[config.mk]
export PLATFORM = sky130hd
export DESIGN_NAME = counted_revolution_stepper_control_unit
export DESIGN_NICKNAME = d
export VERILOG_FILES = /design/src/rtl/crsc_pkg.sv /design/src/rtl/counted_revolution_stepper_control_unit.sv
export SDC_FILE = /design/constraint.sdc
export NUM_CORES = 1
export LEC_CHECK = 0
export ABC_AREA = 1
export BUFFER_PORTS_ARGS = -buffer_cell sky130_fd_sc_hd__buf_2
export CAP_MARGIN = 30
export CORE_MARGIN = 8
export CORE_UTILIZATION = 41
export CTS_CLUSTER_DIAMETER = 30
export CTS_CLUSTER_SIZE = 20
export DETAILED_ROUTE_END_ITERATION = 8
export HOLD_SLACK_MARGIN = 0.1
export PLACE_DENSITY = 0.67
export SYNTH_ARGS = -nofsm -noshare
export SYNTH_HDL_FRONTEND = slang
export SYNTH_SLANG_ARGS = --single-unit
[constraint.sdc]
create_clock -name aclk -period 8.3 [get_ports aclk]
set_clock_uncertainty 0.15 [all_clocks]
set_input_delay 1.245 -clock aclk [delete_from_list [all_inputs] [get_ports aclk]]
set_output_delay 1.245 -clock aclk [all_outputs]
set_load 0.005 [all_outputs]
[src/rtl/crsc_pkg.sv]
// Shared constants and the digit segment decoder of the stepper controller.
package crsc_pkg;

    localparam int STEPS_W = 10;
    localparam int TICKS_W = 16;
    localparam int DIGIT_W = 4;
    localparam int COIL_W  = 4;
    localparam int SEG_W   = 7;
    localparam int PHASE_W = 2;
    localparam int CFG_IDX_W = 1;
    localparam int CFG_DATA_W = 16;
    localparam int S_DATA_W = 8;
    localparam int M_DATA_W = 16;

    localparam logic [STEPS_W-1:0] STEPS_RESET = 10'd525;
    localparam logic [TICKS_W-1:0] TICKS_RESET = 16'd5000;
    localparam logic [DIGIT_W-1:0] DIGIT_MAX   = 4'd9;
    localparam logic [PHASE_W-1:0] PHASE_LAST  = 2'd3;

    localparam logic [CFG_IDX_W-1:0] REG_STEPS_PER_REV   = 1'b0;
    localparam logic [CFG_IDX_W-1:0] REG_TICKS_PER_PHASE = 1'b1;

    function automatic logic [SEG_W-1:0] digit_to_segments(input logic [DIGIT_W-1:0] digit);
        logic [SEG_W-1:0] seg;
        case (digit)
            4'd0: seg = 7'h3F;
            4'd1: seg = 7'h06;
            4'd2: seg = 7'h5B;
            4'd3: seg = 7'h4F;
            4'd4: seg = 7'h66;
            4'd5: seg = 7'h6D;
            4'd6: seg = 7'h7D;
            4'd7: seg = 7'h07;
            4'd8: seg = 7'h7F;
            4'd9: seg = 7'h6F;
            default: seg = 7'h00;
        endcase
        return seg;
    endfunction

endpackage

[src/rtl/counted_revolution_stepper_control_unit.sv]
// Counted-revolution stepper controller: button edges, digit, coil sequencing.
//
// One input word is one clock tick of button levels; the block returns one result word for
// each, from an output register, in the cycle after acceptance. A new word is accepted whenever
// the output register is empty or being drained in the same cycle, so the sustained rate is one
// word per cycle while m_tready is high. The digit, run counters, phase timer and coil register
// update on each accepted word in a single pass; the register port is always ready.
module counted_revolution_stepper_control_unit (
    input  logic                              aclk,
    input  logic                              aresetn,
    input  logic                              s_tvalid,
    output logic                              s_tready,
    input  logic [crsc_pkg::S_DATA_W-1:0]     s_tdata,   // [0] count_button, [1] start_button
    output logic                              m_tvalid,
    input  logic                              m_tready,
    // [3:0] coil_drive, [10:4] segment_drive, [11] is_running, [12] is_paused
    output logic [crsc_pkg::M_DATA_W-1:0]     m_tdata,
    input  logic                              cfg_valid,
    output logic                              cfg_ready,
    input  logic [crsc_pkg::CFG_IDX_W-1:0]    cfg_index,
    input  logic [crsc_pkg::CFG_DATA_W-1:0]   cfg_wdata
);

    logic [crsc_pkg::STEPS_W-1:0] steps_reg;
    logic [crsc_pkg::TICKS_W-1:0] ticks_reg;

    logic [crsc_pkg::DIGIT_W-1:0] press_count_reg, press_count_next;
    logic [crsc_pkg::DIGIT_W-1:0] revs_left_reg, revs_left_next;
    logic [crsc_pkg::STEPS_W-1:0] step_index_reg, step_index_next;
    logic [crsc_pkg::PHASE_W-1:0] phase_index_reg, phase_index_next;
    logic [crsc_pkg::TICKS_W-1:0] phase_timer_reg, phase_timer_next;
    logic                         running_reg, running_next;
    logic                         paused_reg, paused_next;
    logic [crsc_pkg::COIL_W-1:0]  coil_reg, coil_next;
    logic [1:0]                   prev_buttons_reg;

    logic                         m_tvalid_reg;
    logic [crsc_pkg::M_DATA_W-1:0] m_tdata_reg, m_tdata_next;

    logic                         s_accept;
    logic                         count_rise;
    logic                         start_rise;
    logic [crsc_pkg::TICKS_W:0]   timer_inc;
    logic [crsc_pkg::STEPS_W:0]   step_inc;
    logic [crsc_pkg::DIGIT_W-1:0] revs_dec;

    assign s_tready  = !m_tvalid_reg || m_tready;
    assign s_accept  = s_tvalid && s_tready;
    assign cfg_ready = 1'b1;
    assign m_tvalid  = m_tvalid_reg;
    assign m_tdata   = m_tdata_reg;

    assign count_rise = s_tdata[0] && !prev_buttons_reg[0];
    assign start_rise = s_tdata[1] && !prev_buttons_reg[1];
    assign timer_inc  = {1'b0, phase_timer_reg} + {{crsc_pkg::TICKS_W{1'b0}}, 1'b1};
    assign step_inc   = {1'b0, step_index_reg} + {{crsc_pkg::STEPS_W{1'b0}}, 1'b1};
    assign revs_dec   = revs_left_reg - {{(crsc_pkg::DIGIT_W-1){1'b0}}, 1'b1};

    always_comb begin
        press_count_next = press_count_reg;
        revs_left_next   = revs_left_reg;
        step_index_next  = step_index_reg;
        phase_index_next = phase_index_reg;
        phase_timer_next = phase_timer_reg;
        running_next     = running_reg;
        paused_next      = paused_reg;
        coil_next        = coil_reg;
        if (!running_reg) begin
            if (start_rise) begin
                if (press_count_reg != '0) begin
                    running_next     = 1'b1;
                    paused_next      = 1'b0;
                    revs_left_next   = press_count_reg;
                    step_index_next  = '0;
                    phase_index_next = '0;
                    phase_timer_next = '0;
                    coil_next        = crsc_pkg::COIL_W'(1);
                end
            end else if (count_rise) begin
                press_count_next = (press_count_reg >= crsc_pkg::DIGIT_MAX) ? '0
                                 : press_count_reg + crsc_pkg::DIGIT_W'(1);
            end
        end else begin
            if (start_rise) begin
                paused_next = !paused_reg;
            end
            if (!paused_next) begin
                if (coil_reg == '0) begin
                    phase_index_next = '0;
                    phase_timer_next = '0;
                    coil_next        = crsc_pkg::COIL_W'(1);
                end else if (timer_inc < {1'b0, ticks_reg}) begin
                    phase_timer_next = timer_inc[crsc_pkg::TICKS_W-1:0];
                end else begin
                    phase_timer_next = '0;
                    if (phase_index_reg != crsc_pkg::PHASE_LAST) begin
                        phase_index_next = phase_index_reg + crsc_pkg::PHASE_W'(1);
                        coil_next        = crsc_pkg::COIL_W'(1) << phase_index_next;
                    end else begin
                        phase_index_next = '0;
                        if (step_inc < {1'b0, steps_reg}) begin
                            step_index_next = step_inc[crsc_pkg::STEPS_W-1:0];
                            coil_next       = crsc_pkg::COIL_W'(1);
                        end else begin
                            step_index_next = '0;
                            coil_next       = '0;
                            revs_left_next  = revs_dec;
                            if (revs_dec == '0) begin
                                running_next     = 1'b0;
                                paused_next      = 1'b0;
                                press_count_next = '0;
                            end
                        end
                    end
                end
            end
        end
        m_tdata_next = {3'b000, paused_next, running_next,
                        crsc_pkg::digit_to_segments(press_count_next), coil_next};
    end

    always_ff @(posedge aclk) begin
        if (!aresetn) begin
            steps_reg <= crsc_pkg::STEPS_RESET;
            ticks_reg <= crsc_pkg::TICKS_RESET;
        end else if (cfg_valid && cfg_ready) begin
            case (cfg_index)
                crsc_pkg::REG_STEPS_PER_REV:   steps_reg <= cfg_wdata[crsc_pkg::STEPS_W-1:0];
                crsc_pkg::REG_TICKS_PER_PHASE: ticks_reg <= cfg_wdata[crsc_pkg::TICKS_W-1:0];
                default: ;
            endcase
        end
    end

    always_ff @(posedge aclk) begin
        if (!aresetn) begin
            press_count_reg  <= '0;
            revs_left_reg    <= '0;
            step_index_reg   <= '0;
            phase_index_reg  <= '0;
            phase_timer_reg  <= '0;
            running_reg      <= 1'b0;
            paused_reg       <= 1'b0;
            coil_reg         <= '0;
            prev_buttons_reg <= '0;
            m_tvalid_reg     <= 1'b0;
        end else begin
            if (s_accept) begin
                press_count_reg  <= press_count_next;
                revs_left_reg    <= revs_left_next;
                step_index_reg   <= step_index_next;
                phase_index_reg  <= phase_index_next;
                phase_timer_reg  <= phase_timer_next;
                running_reg      <= running_next;
                paused_reg       <= paused_next;
                coil_reg         <= coil_next;
                prev_buttons_reg <= s_tdata[1:0];
                m_tvalid_reg     <= 1'b1;
            end else if (m_tready) begin
                m_tvalid_reg <= 1'b0;
            end
        end
    end

    always_ff @(posedge aclk) begin
        if (s_accept) begin
            m_tdata_reg <= m_tdata_next;
        end
    end

`ifndef SYNTH
    assert property (@(posedge aclk) disable iff (!aresetn) $onehot0(coil_reg))
        else $error("coil register not one-hot");

    assert property (@(posedge aclk) disable iff (!aresetn) !running_reg |-> !paused_reg)
        else $error("paused while idle");

    assert property (@(posedge aclk) disable iff (!aresetn) !running_reg |-> coil_reg == '0)
        else $error("coils energized while idle");

    assert property (@(posedge aclk) disable iff (!aresetn)
        $rose(running_reg) |-> coil_reg == crsc_pkg::COIL_W'(1) && phase_timer_reg == '0)
        else $error("run did not start on first phase");

    assert property (@(posedge aclk) disable iff (!aresetn)
        m_tvalid_reg && !m_tready |=> m_tvalid_reg && $stable(m_tdata_reg))
        else $error("result lost while stalled");
`endif

endmodule
==> run summary, run 1 <==
The run gives 5760 um2 as the cell area after layout. The aggregate routed wire length is 10.4 mm. In this run the count of I/O pins placed on the die edge is 49.

The longest individual stage delay on the worst path was 410 ps; the post-CTS repair timing setup buffer count was 0. The count of mapped cells out of synthesis came out at 688. Yosys printed 0 warnings. Fraction of registers with async set/reset: 0%. After synthesis, the cell types taking the most area are dfxtp_1 (28%), ha_1 (10%), nand2_1 (10%), inv_1 (8.2%), edfxtp_1 (7.6%). The run gives 779 uW as the internal power. The cell depth of the worst min-delay path came out at 2. The total negative slack for setup checks was 0 ps.

The tools report the category of the worst setup path launch point as a register. CTS saw 84 sinks. The flop and latch count out of synthesis is 84, and the overall power is 1.11 mW. For the final routed DRC violation total, the log shows 0. By count the netlist is led by nand2_1 (140), inv_1 (113), dfxtp_1 (71). The routed wirelength normalized by instance count was 11.6 um; the peak fanout along the critical path was 10. The tools report the worst slew margin relative to its limit as 40.0%. Yosys instantiated no cell more often than nand2_1.

The die is 128 um wide. The setup check on the worst reg-to-reg path leaves a slack of 4230 ps. The end point of the worst hold path was prev_buttons_reg[1]. On the final layout, the worst hold slack is 303 ps.

The number of enable flip-flop cells after synthesis was 13; the path depth of the worst reg2reg path was 21. The logs give 8260 ps for the required time at the worst-slack endpoint and 18.1 mm for the wire length of the first global-routing pass. For the area after detailed placement, the log shows 5440 um2. The synthesized netlist occupies a cell area of 5150 um2. The run gives 0 as the count of final hold-check violations. Site row count: 41. During placement, the flow inserted port buffers numbering 38.

The max-cap check violation count came out at 0. The number of clock buffers added by TritonCTS is 9. The power share of the sequential group is 42.0%. Data arrives at the worst endpoint at 4030 ps. After synthesis, flip-flops and latches occupy 35.2% of the total area.

Once the floorplan was initialized, standard cells occupied 41.3% of the core. Type of the worst min-delay path: register to register. The post-CTS clock slew at the launch and capture registers of the worst setup and hold paths was 70 ps; the detailed-placement wirelength estimate was 7.82 mm.

The maximum number of pins on one net before global-route repair is 44, and the switching part of the total power is 30.0%. The H-tree depth reported by CTS was 3. The number of detailed-route iterations in the first pass was 5. Setup repair after global routing left no endpoint under its margin. The die is 128 um tall. Compared with the post-synthesis result, the final layout area differs by 11.8%. Summed over all nets, the switching power comes to 334 uW. The biggest area contributor in the post-synthesis netlist is dfxtp_1. The critical path start-end classification was register to register. The total overflow left after global routing is 0. The top cell type by area accounts for 27.6% of the synthesized area. The via count of the first global-routing pass was 3842; the combined buffer and inverter count along the critical path was 3. In this run, post-CTS hold repair placed 0 buffers. The clock passes through at most 2 buffers. IR analysis of the VDD net gives a maximum drop of 0.000139 V. For this design the ratio of total power to cell area is 193 nW/um2. The flow ran to the end, and the final reports show no timing, DRC or antenna violations. For this run, the post-layout net count is 790.

The signal on the critical path passes through nand3_1 -> nor2_2 -> nand3_1 -> nor3_2 -> nand3_1 -> nor2_1 -> xor2_1 -> inv_1 -> ha_1 -> inv_1 -> nor4_1 -> nand2_1 -> nand2_8 -> nand3_1 -> nand2_1 -> inv_1 -> ha_1 -> nand2_1 -> nand2_1 -> nand2_1 -> nand2_1. In the finished design, the share of the clock period the worst path needs comes to 49.0%. The logs give 246 MHz for the maximum clock frequency and 13.7% for the combined global-route utilization of all metal layers. The tree is rooted in a clkbuf_16. At the pin with the least slew margin, the transition time is 900 ps. The run gives 38.5% as the relative contribution of the clock network to total power.

The die covers 16400 um2. The startpoint identified for the worst hold timing path is prev_buttons_reg[1]. Among all stages on the critical path, the largest delay is contributed by dfxtp_1. The mean post-synth cell area came out at 7.49 um2. The clock insertion delay at the later pin of the skew report was 350 ps; the leakage component of the power was 2.79 nW.

The detailed router finished its first iteration with 199 violations. Most frequent cell on the critical path: nand2_1. In this run the critical register-to-register path is launched from phase_timer_reg[0]. Top flip-flop cell by instance count after synthesis: dfxtp_1. Synthesis instantiated 47 different standard cells from the library. The initial antenna violation count is 0, and the area of the core is 12500 um2.

The number of antenna diodes in the final layout is 0. Time the final worst path needs with I/O delays and setup: 4070 ps. STA classifies the critical path endpoint as a register.

Across all layers, the routed design uses 4115 vias. Setup violations remaining at the end of the flow were counted as 0. The worst register-to-register path ends at m_tdata[7]. The detail route stage leaves a number of antenna-violating nets equal to 0.

The per-cell via count in the routed design came out at 4.60. The kind of cell with the highest combined delay along the critical path is simple AND/OR/NAND/NOR gates. The ratio of cells with drive above 1 in the final layout came out at 14.0%. After clock tree synthesis, the repair step resized 0 gates. The max-slew violation count was 0; the relative contribution of combinational cells to total power was 19.6%. Routability-driven placement finished with a final weighted congestion of 0.832. TritonCTS built the clock tree.
==> metrics by stage <==
stage | cells | worst slack [ps] | util [%]
global route | 895 | 3760 | 46.2
finish | 895 | 4230 | 46.2
floorplan | 690 | 4870 | -
detailed placement | 879 | 4240 | 43.7
global placement | 879 | 4280 | 43.7
CTS | 895 | 4210 | 46.2
==> layout make-up <==
| type | count | area (um2) |
|---|---|---|
| clock buffer | 10 | 250 |
| clock inverter | 6 | 67.6 |
| fill | 1276 | 6710 |
| inverter | 124 | 465 |
| multi-input combinational | 461 | 2760 |
| sequential | 84 | 1810 |
| tap | 172 | 215 |
| timing repair buffer | 38 | 190 |
==> worst max-delay path by stage <==
stage / start / to / cells past startpoint
after detailed placement: phase_timer_reg[0] / m_tdata[7] / 21
after global placement: phase_timer_reg[0] / m_tdata[7] / 21
final: phase_timer_reg[0] / m_tdata[7] / 21
after CTS: phase_timer_reg[0] / m_tdata[7] / 21
after global routing: phase_timer_reg[0] / m_tdata[7] / 21
after floorplan: phase_timer_reg[2] / m_tdata[7] / 21
==> cells by family after synthesis <==
kind of cell,Yosys count,synth area share (%)
AO/OA/AOI/OAI,123,14.4
XOR/XNOR,23,4.06
adder cells (fa/ha/maj),42,10.2
buffers and inverters,145,11.4
flip-flops,84,35.2
other,2,0.146
AND/OR/NAND/NOR,269,24.6
==> worst min-delay path, stage by stage (launching register included) <==
cell     delay (ps)
dfxtp_1         310
inv_2            50
a21oi_1          50
==> layer usage <==
metal,global-route usage [%],share of wire [%],vias up
li1,-,-,2243
met3,3.49,2.7,13
met5,0,0,-
met4,5.45,1.6,0
met2,21.5,45,35
met1,17.6,51,1824
==> placed cells by master, fill, tap and decap left out, types with 3 or more instances in the layout <==
master,instances
o22ai_1,3
dfxtp_1,71
a21oi_4,4
nand2_8,3
inv_1,113
a211oi_1,5
o211ai_1,8
a211oi_2,3
clkbuf_16,10
nand3_1,28
xor2_1,21
o21ai_1,7
nor2_2,6
nand4_1,7
nor2_1,57
conb_1,4
buf_2,38
ha_1,42
nand2_1,140
nand2_2,5
o21ai_2,3
edfxtp_1,13
inv_2,10
o21ai_0,40
a21oi_1,46
nor3_1,7
==> power by group through the flow <==
| stage | sequential (mW) | clock [mW] | combinational (mW) |
|---|---|---|---|
| after floorplan | 0.472 | 0 | 0.175 |
| after global placement | 0.475 | 0 | 0.216 |
| after detailed placement | 0.476 | 0 | 0.220 |
| after CTS | 0.467 | 0.442 | 0.221 |
| after global routing | 0.471 | 0.456 | 0.254 |
| final | 0.467 | 0.428 | 0.218 |
Power figures use the tool's default switching activity.
==> run 2, diff against run 1 <==
--- a/config.mk
+++ b/config.mk
@@ -14,7 +14,7 @@
 export CTS_CLUSTER_SIZE = 20
 export DETAILED_ROUTE_END_ITERATION = 8
 export HOLD_SLACK_MARGIN = 0.1
-export PLACE_DENSITY = 0.67
+export PLACE_DENSITY = 0.69
 export SYNTH_ARGS = -nofsm -noshare
 export SYNTH_HDL_FRONTEND = slang
 export SYNTH_SLANG_ARGS = --single-unit
==> constraint.sdc (replaced) <==
create_clock -name aclk -period 3.5 [get_ports aclk]
set_clock_uncertainty 0.15 [all_clocks]
set_input_delay 0.525 -clock aclk [delete_from_list [all_inputs] [get_ports aclk]]
set_output_delay 0.525 -clock aclk [all_outputs]
set_load 0.005 [all_outputs]
==> run 2 against run 1 <==
Critical path depth stayed put. Largest power group unchanged. Non-clock buffer count grew 35. Flip-flop and latch count is the same. Power grew 140%. Clock-buffer cell count decreased by 1. Die area unchanged. Global-route usage grew 0.65 points. Clock power up 120%.
==> run summary, run 2 (synthesis gave the netlist of run 1 again) <==
List of cells traversed by the critical path: nand3_4 -> nor2_4 -> nand3_2 -> nor3_4 -> nand3_2 -> nor2_2 -> xor2_1 -> inv_1 -> ha_4 -> inv_2 -> nor4_4 -> nand2_2 -> nand2_8 -> nand2_8 -> a21oi_4 -> buf_6 -> ha_1 -> nand3b_1 -> nand2_1 -> nand2_1 -> nand2_1 (was nand3_1 -> nor2_2 -> nand3_1 -> nor3_2 -> nand3_1 -> nor2_1 -> xor2_1 -> inv_1 -> ha_1 -> inv_1 -> nor4_1 -> nand2_1 -> nand2_8 -> nand3_1 -> nand2_1 -> inv_1 -> ha_1 -> nand2_1 -> nand2_1 -> nand2_1 -> nand2_1). The synthesis-to-layout area growth was 20.7% (was 11.8%); the areal power density over the cells was 423 nW/um2 (was 193 nW/um2). The maximum clock frequency is 294 MHz (was 246 MHz). The detailed-placement wirelength estimate is 8.05 mm (was 7.82 mm), and the peak fanout along the critical path is 3 (was 10). The most frequent cell on the critical path was nand2_1 (unchanged). The register area is 1820 um2 (was 1810 um2).

The die area was 16400 um2 (unchanged); the time the final worst path needs with I/O delays and setup was 3400 ps (was 4070 ps). The total placed cells including tap cells is 908 (was 879). The buffer depth of the longest clock path is 2 (unchanged), and the peak supply drop is 0.000211 V (was 0.000139 V). The logs give 12500 um2 (unchanged) for the area of the core and 930 (was 895) for the number of non-filler instances in the completed layout. For the setup slack of the critical path after layout, the log shows 98.4 ps (was 4230 ps).

The tools report the weighted congestion reported at the end of routability-driven placement as 0.841 (was 0.832). The type of the worst min-delay path is input pin to register (was register to register). The logs give 34 (was 44) for the maximum number of pins on one net before global-route repair and 825 (was 790) for the final-stage net count. The number of buffers inserted by port buffering is 38 (unchanged). For the top-level port count, the log shows 49 (unchanged).

For the combined global-route utilization of all metal layers, the log shows 14.4% (was 13.7%). The tools report the category of the worst setup path launch point as a register (unchanged). For the number of antenna cells inserted, the log shows 0 (unchanged). The beginning of the worst hold path was cfg_wdata[12] (was prev_buttons_reg[1]). Via count of the first global-routing pass: 4118 (was 3842). Slowest stage cell on the critical path: dfxtp_4 (was dfxtp_1). The width of the die works out to 128 um (unchanged).

The ratio of cells with drive above 1 in the final layout was 21.9% (was 14.0%). The cell depth of the worst min-delay path is 3 (was 2). The critical path start-end classification is register to register (unchanged). The aggregate routed wire length was 11.1 mm (was 10.4 mm). The logs give 4 (was 5) for the number of detailed-route iterations in the first pass and 100 ps (was 4230 ps) for the internal reg-to-reg setup slack. The most frequent standard cell in the layout excluding fill and tap cells is nand2_1 (unchanged).

The max-cap check violation count is 0 (unchanged). TritonCTS built the clock tree. For the worst slew margin relative to its limit, the log shows 37.2% (was 40.0%). The area of combinational cells with multiple inputs came out at 2960 um2 (was 2760 um2). The endpoint kind of the worst setup timing path was a register (unchanged).

The run gives 0 (unchanged) as the max-slew violation count. The height of the chip came out at 128 um (unchanged). The tools report the required time at the worst-slack endpoint as 3450 ps (was 8260 ps). The run gives 175 (was 199) as the initial DRC count. The final routed DRC violation total is 0 (unchanged), and the wire length of the first global-routing pass is 19.1 mm (was 18.1 mm).

Reg-to-reg endpoint: m_tdata[4] (was m_tdata[7]). The slew at the pin with the worst max-slew slack was 941 ps (was 900 ps); the count of final setup violators was 0 (unchanged). The minimum hold slack was 246 ps (was 303 ps).

The routed wirelength normalized by instance count is 11.9 um (was 11.6 um). The path depth of the worst reg2reg path was 21 (unchanged). Highest-count cells in the layout ignoring fill and taps: nand2_1 (135), inv_1 (112), dfxtp_1 (67) (was nand2_1 (140), inv_1 (113), dfxtp_1 (71)). The run gives 0 (unchanged) as the number of buffers added to fix hold violations after cts. The clock insertion delay at the later pin of the skew report is 350 ps (about the same). The logs give 3350 ps (was 4030 ps) for the endpoint arrival time on the critical path and -86.2 ps (was 4240 ps) for the setup slack at placement. Setup repair after global routing could not meet its margin everywhere. The initial antenna violation count came out at 0 (unchanged).

End point of the worst hold path: ticks_reg[12] (was prev_buttons_reg[1]). The logs give 0 (unchanged) for the count of final hold-check violations and 2.99 nW (was 2.79 nW) for the leakage component of the power. The run gives 41.3% (unchanged) as the starting utilization of the core area. Area after detailed placement: 5660 um2 (was 5440 um2). The launching point of the worst reg2reg path is phase_timer_reg[1] (was phase_timer_reg[0]). The portion of the clock cycle consumed by the worst path in the final layout was 97.2% (was 49.0%); the TritonCTS sink count was 84 (unchanged).

The run gives 3 (unchanged) as the H-tree depth reported by CTS. The logs give 1229 (was 1276) for the fill cell total of the finished layout and 0 (unchanged) for the count of nets left with antenna violations after detail routing. The number of buffers created by CTS was 9 (unchanged). The site row count came out at 41 (unchanged).

The clock tree root driver cell is clkbuf_16 (unchanged). The post-CTS clock slew at the launch and capture registers of the worst setup and hold paths works out to 70 ps (about the same). For the cell area after layout, the log shows 6210 um2 (was 5760 um2). The longest individual stage delay on the worst path is 380 ps (was 410 ps). The tools report the number of vias in the routed layout as 4391 (was 4115). The per-cell via count in the routed design works out to 4.72 (was 4.60). Remaining global-route overflow: 0 (unchanged). The run finished with clean final reports.
-- run 2: cell count changes in the layout (fill, tap and decap cells not counted), sizes merged --
cell      delta
buf         +35
bufinv       -1
clkinv       +2
inv          -1
clkinvlp     +1
clkbuf       -1
-- run 2: per-layer routing --
metal	share of wire [%]	GRT usage [%]
met5	0	0
met4	1.7	5.38
met3	3.6	3.58
met2	45	21.9
met1	50	19.1
-- run 2: what timing repair did --
item / in CTS / in global routing
setup endpoints to repair: 4 / 24
hold endpoints to repair: 0 / 0
setup buffers: 0 / 6
resized for setup: 6 / 40
pin swaps: 5 / 28
-- run 2: worst max path at each step --
stage / from / slack [ps] / to / cells after the start
2_1_floorplan: phase_timer_reg[2] / 70 / m_tdata[7] / 21
3_3_place_gp: phase_timer_reg[0] / -80 / m_tdata[7] / 21
3_5_place_dp: phase_timer_reg[1] / -90 / m_tdata[7] / 21
4_1_cts: phase_timer_reg[1] / 10 / m_tdata[7] / 20
5_1_grt: phase_timer_reg[1] / -70 / m_tdata[4] / 21
6_report: phase_timer_reg[1] / 100 / m_tdata[4] / 21
-- run 2: through the flow --
step / setup TNS (ps) / utilization [%] / power, mW
floorplan: 0 / - / 1.53
CTS: 0 / 47.9 / 2.62
finish: 0 / 49.9 / 2.63
global route: -303 / 49.9 / 2.80
global placement: -114 / 45.4 / 1.67
detailed placement: -167 / 45.4 / 1.68
-- run 2: final cells by class --
class / instances / share of cell area (%)
clock inverter: 7 / 0.946
inverter: 124 / 7.49
clock buffer: 9 / 3.62
tap: 172 / 3.46
multi-input combinational: 461 / 47.7
sequential: 84 / 29.3
timing repair buffer: 73 / 7.47
-- run 2: report_power, final --
| group | switching (mW) | internal [mW] | leakage (nW) |
|---|---|---|---|
| clock network | 0.433 | 0.491 | 0.138 |
| logic | 0.370 | 0.230 | 2.14 |
| registers | 0.0398 | 1.06 | 0.711 |
-- run 2: critical path: cells and delay by family, from the launching register on --
| family | cells | cell delay (ps) |
|---|---|---|
| flops | 1 | 380 |
| buf+inv | 3 | 270 |
| compound gates | 1 | 150 |
| fa+ha+maj | 2 | 410 |
| xor+xnor | 1 | 180 |
| simple gates | 14 | 1600 |
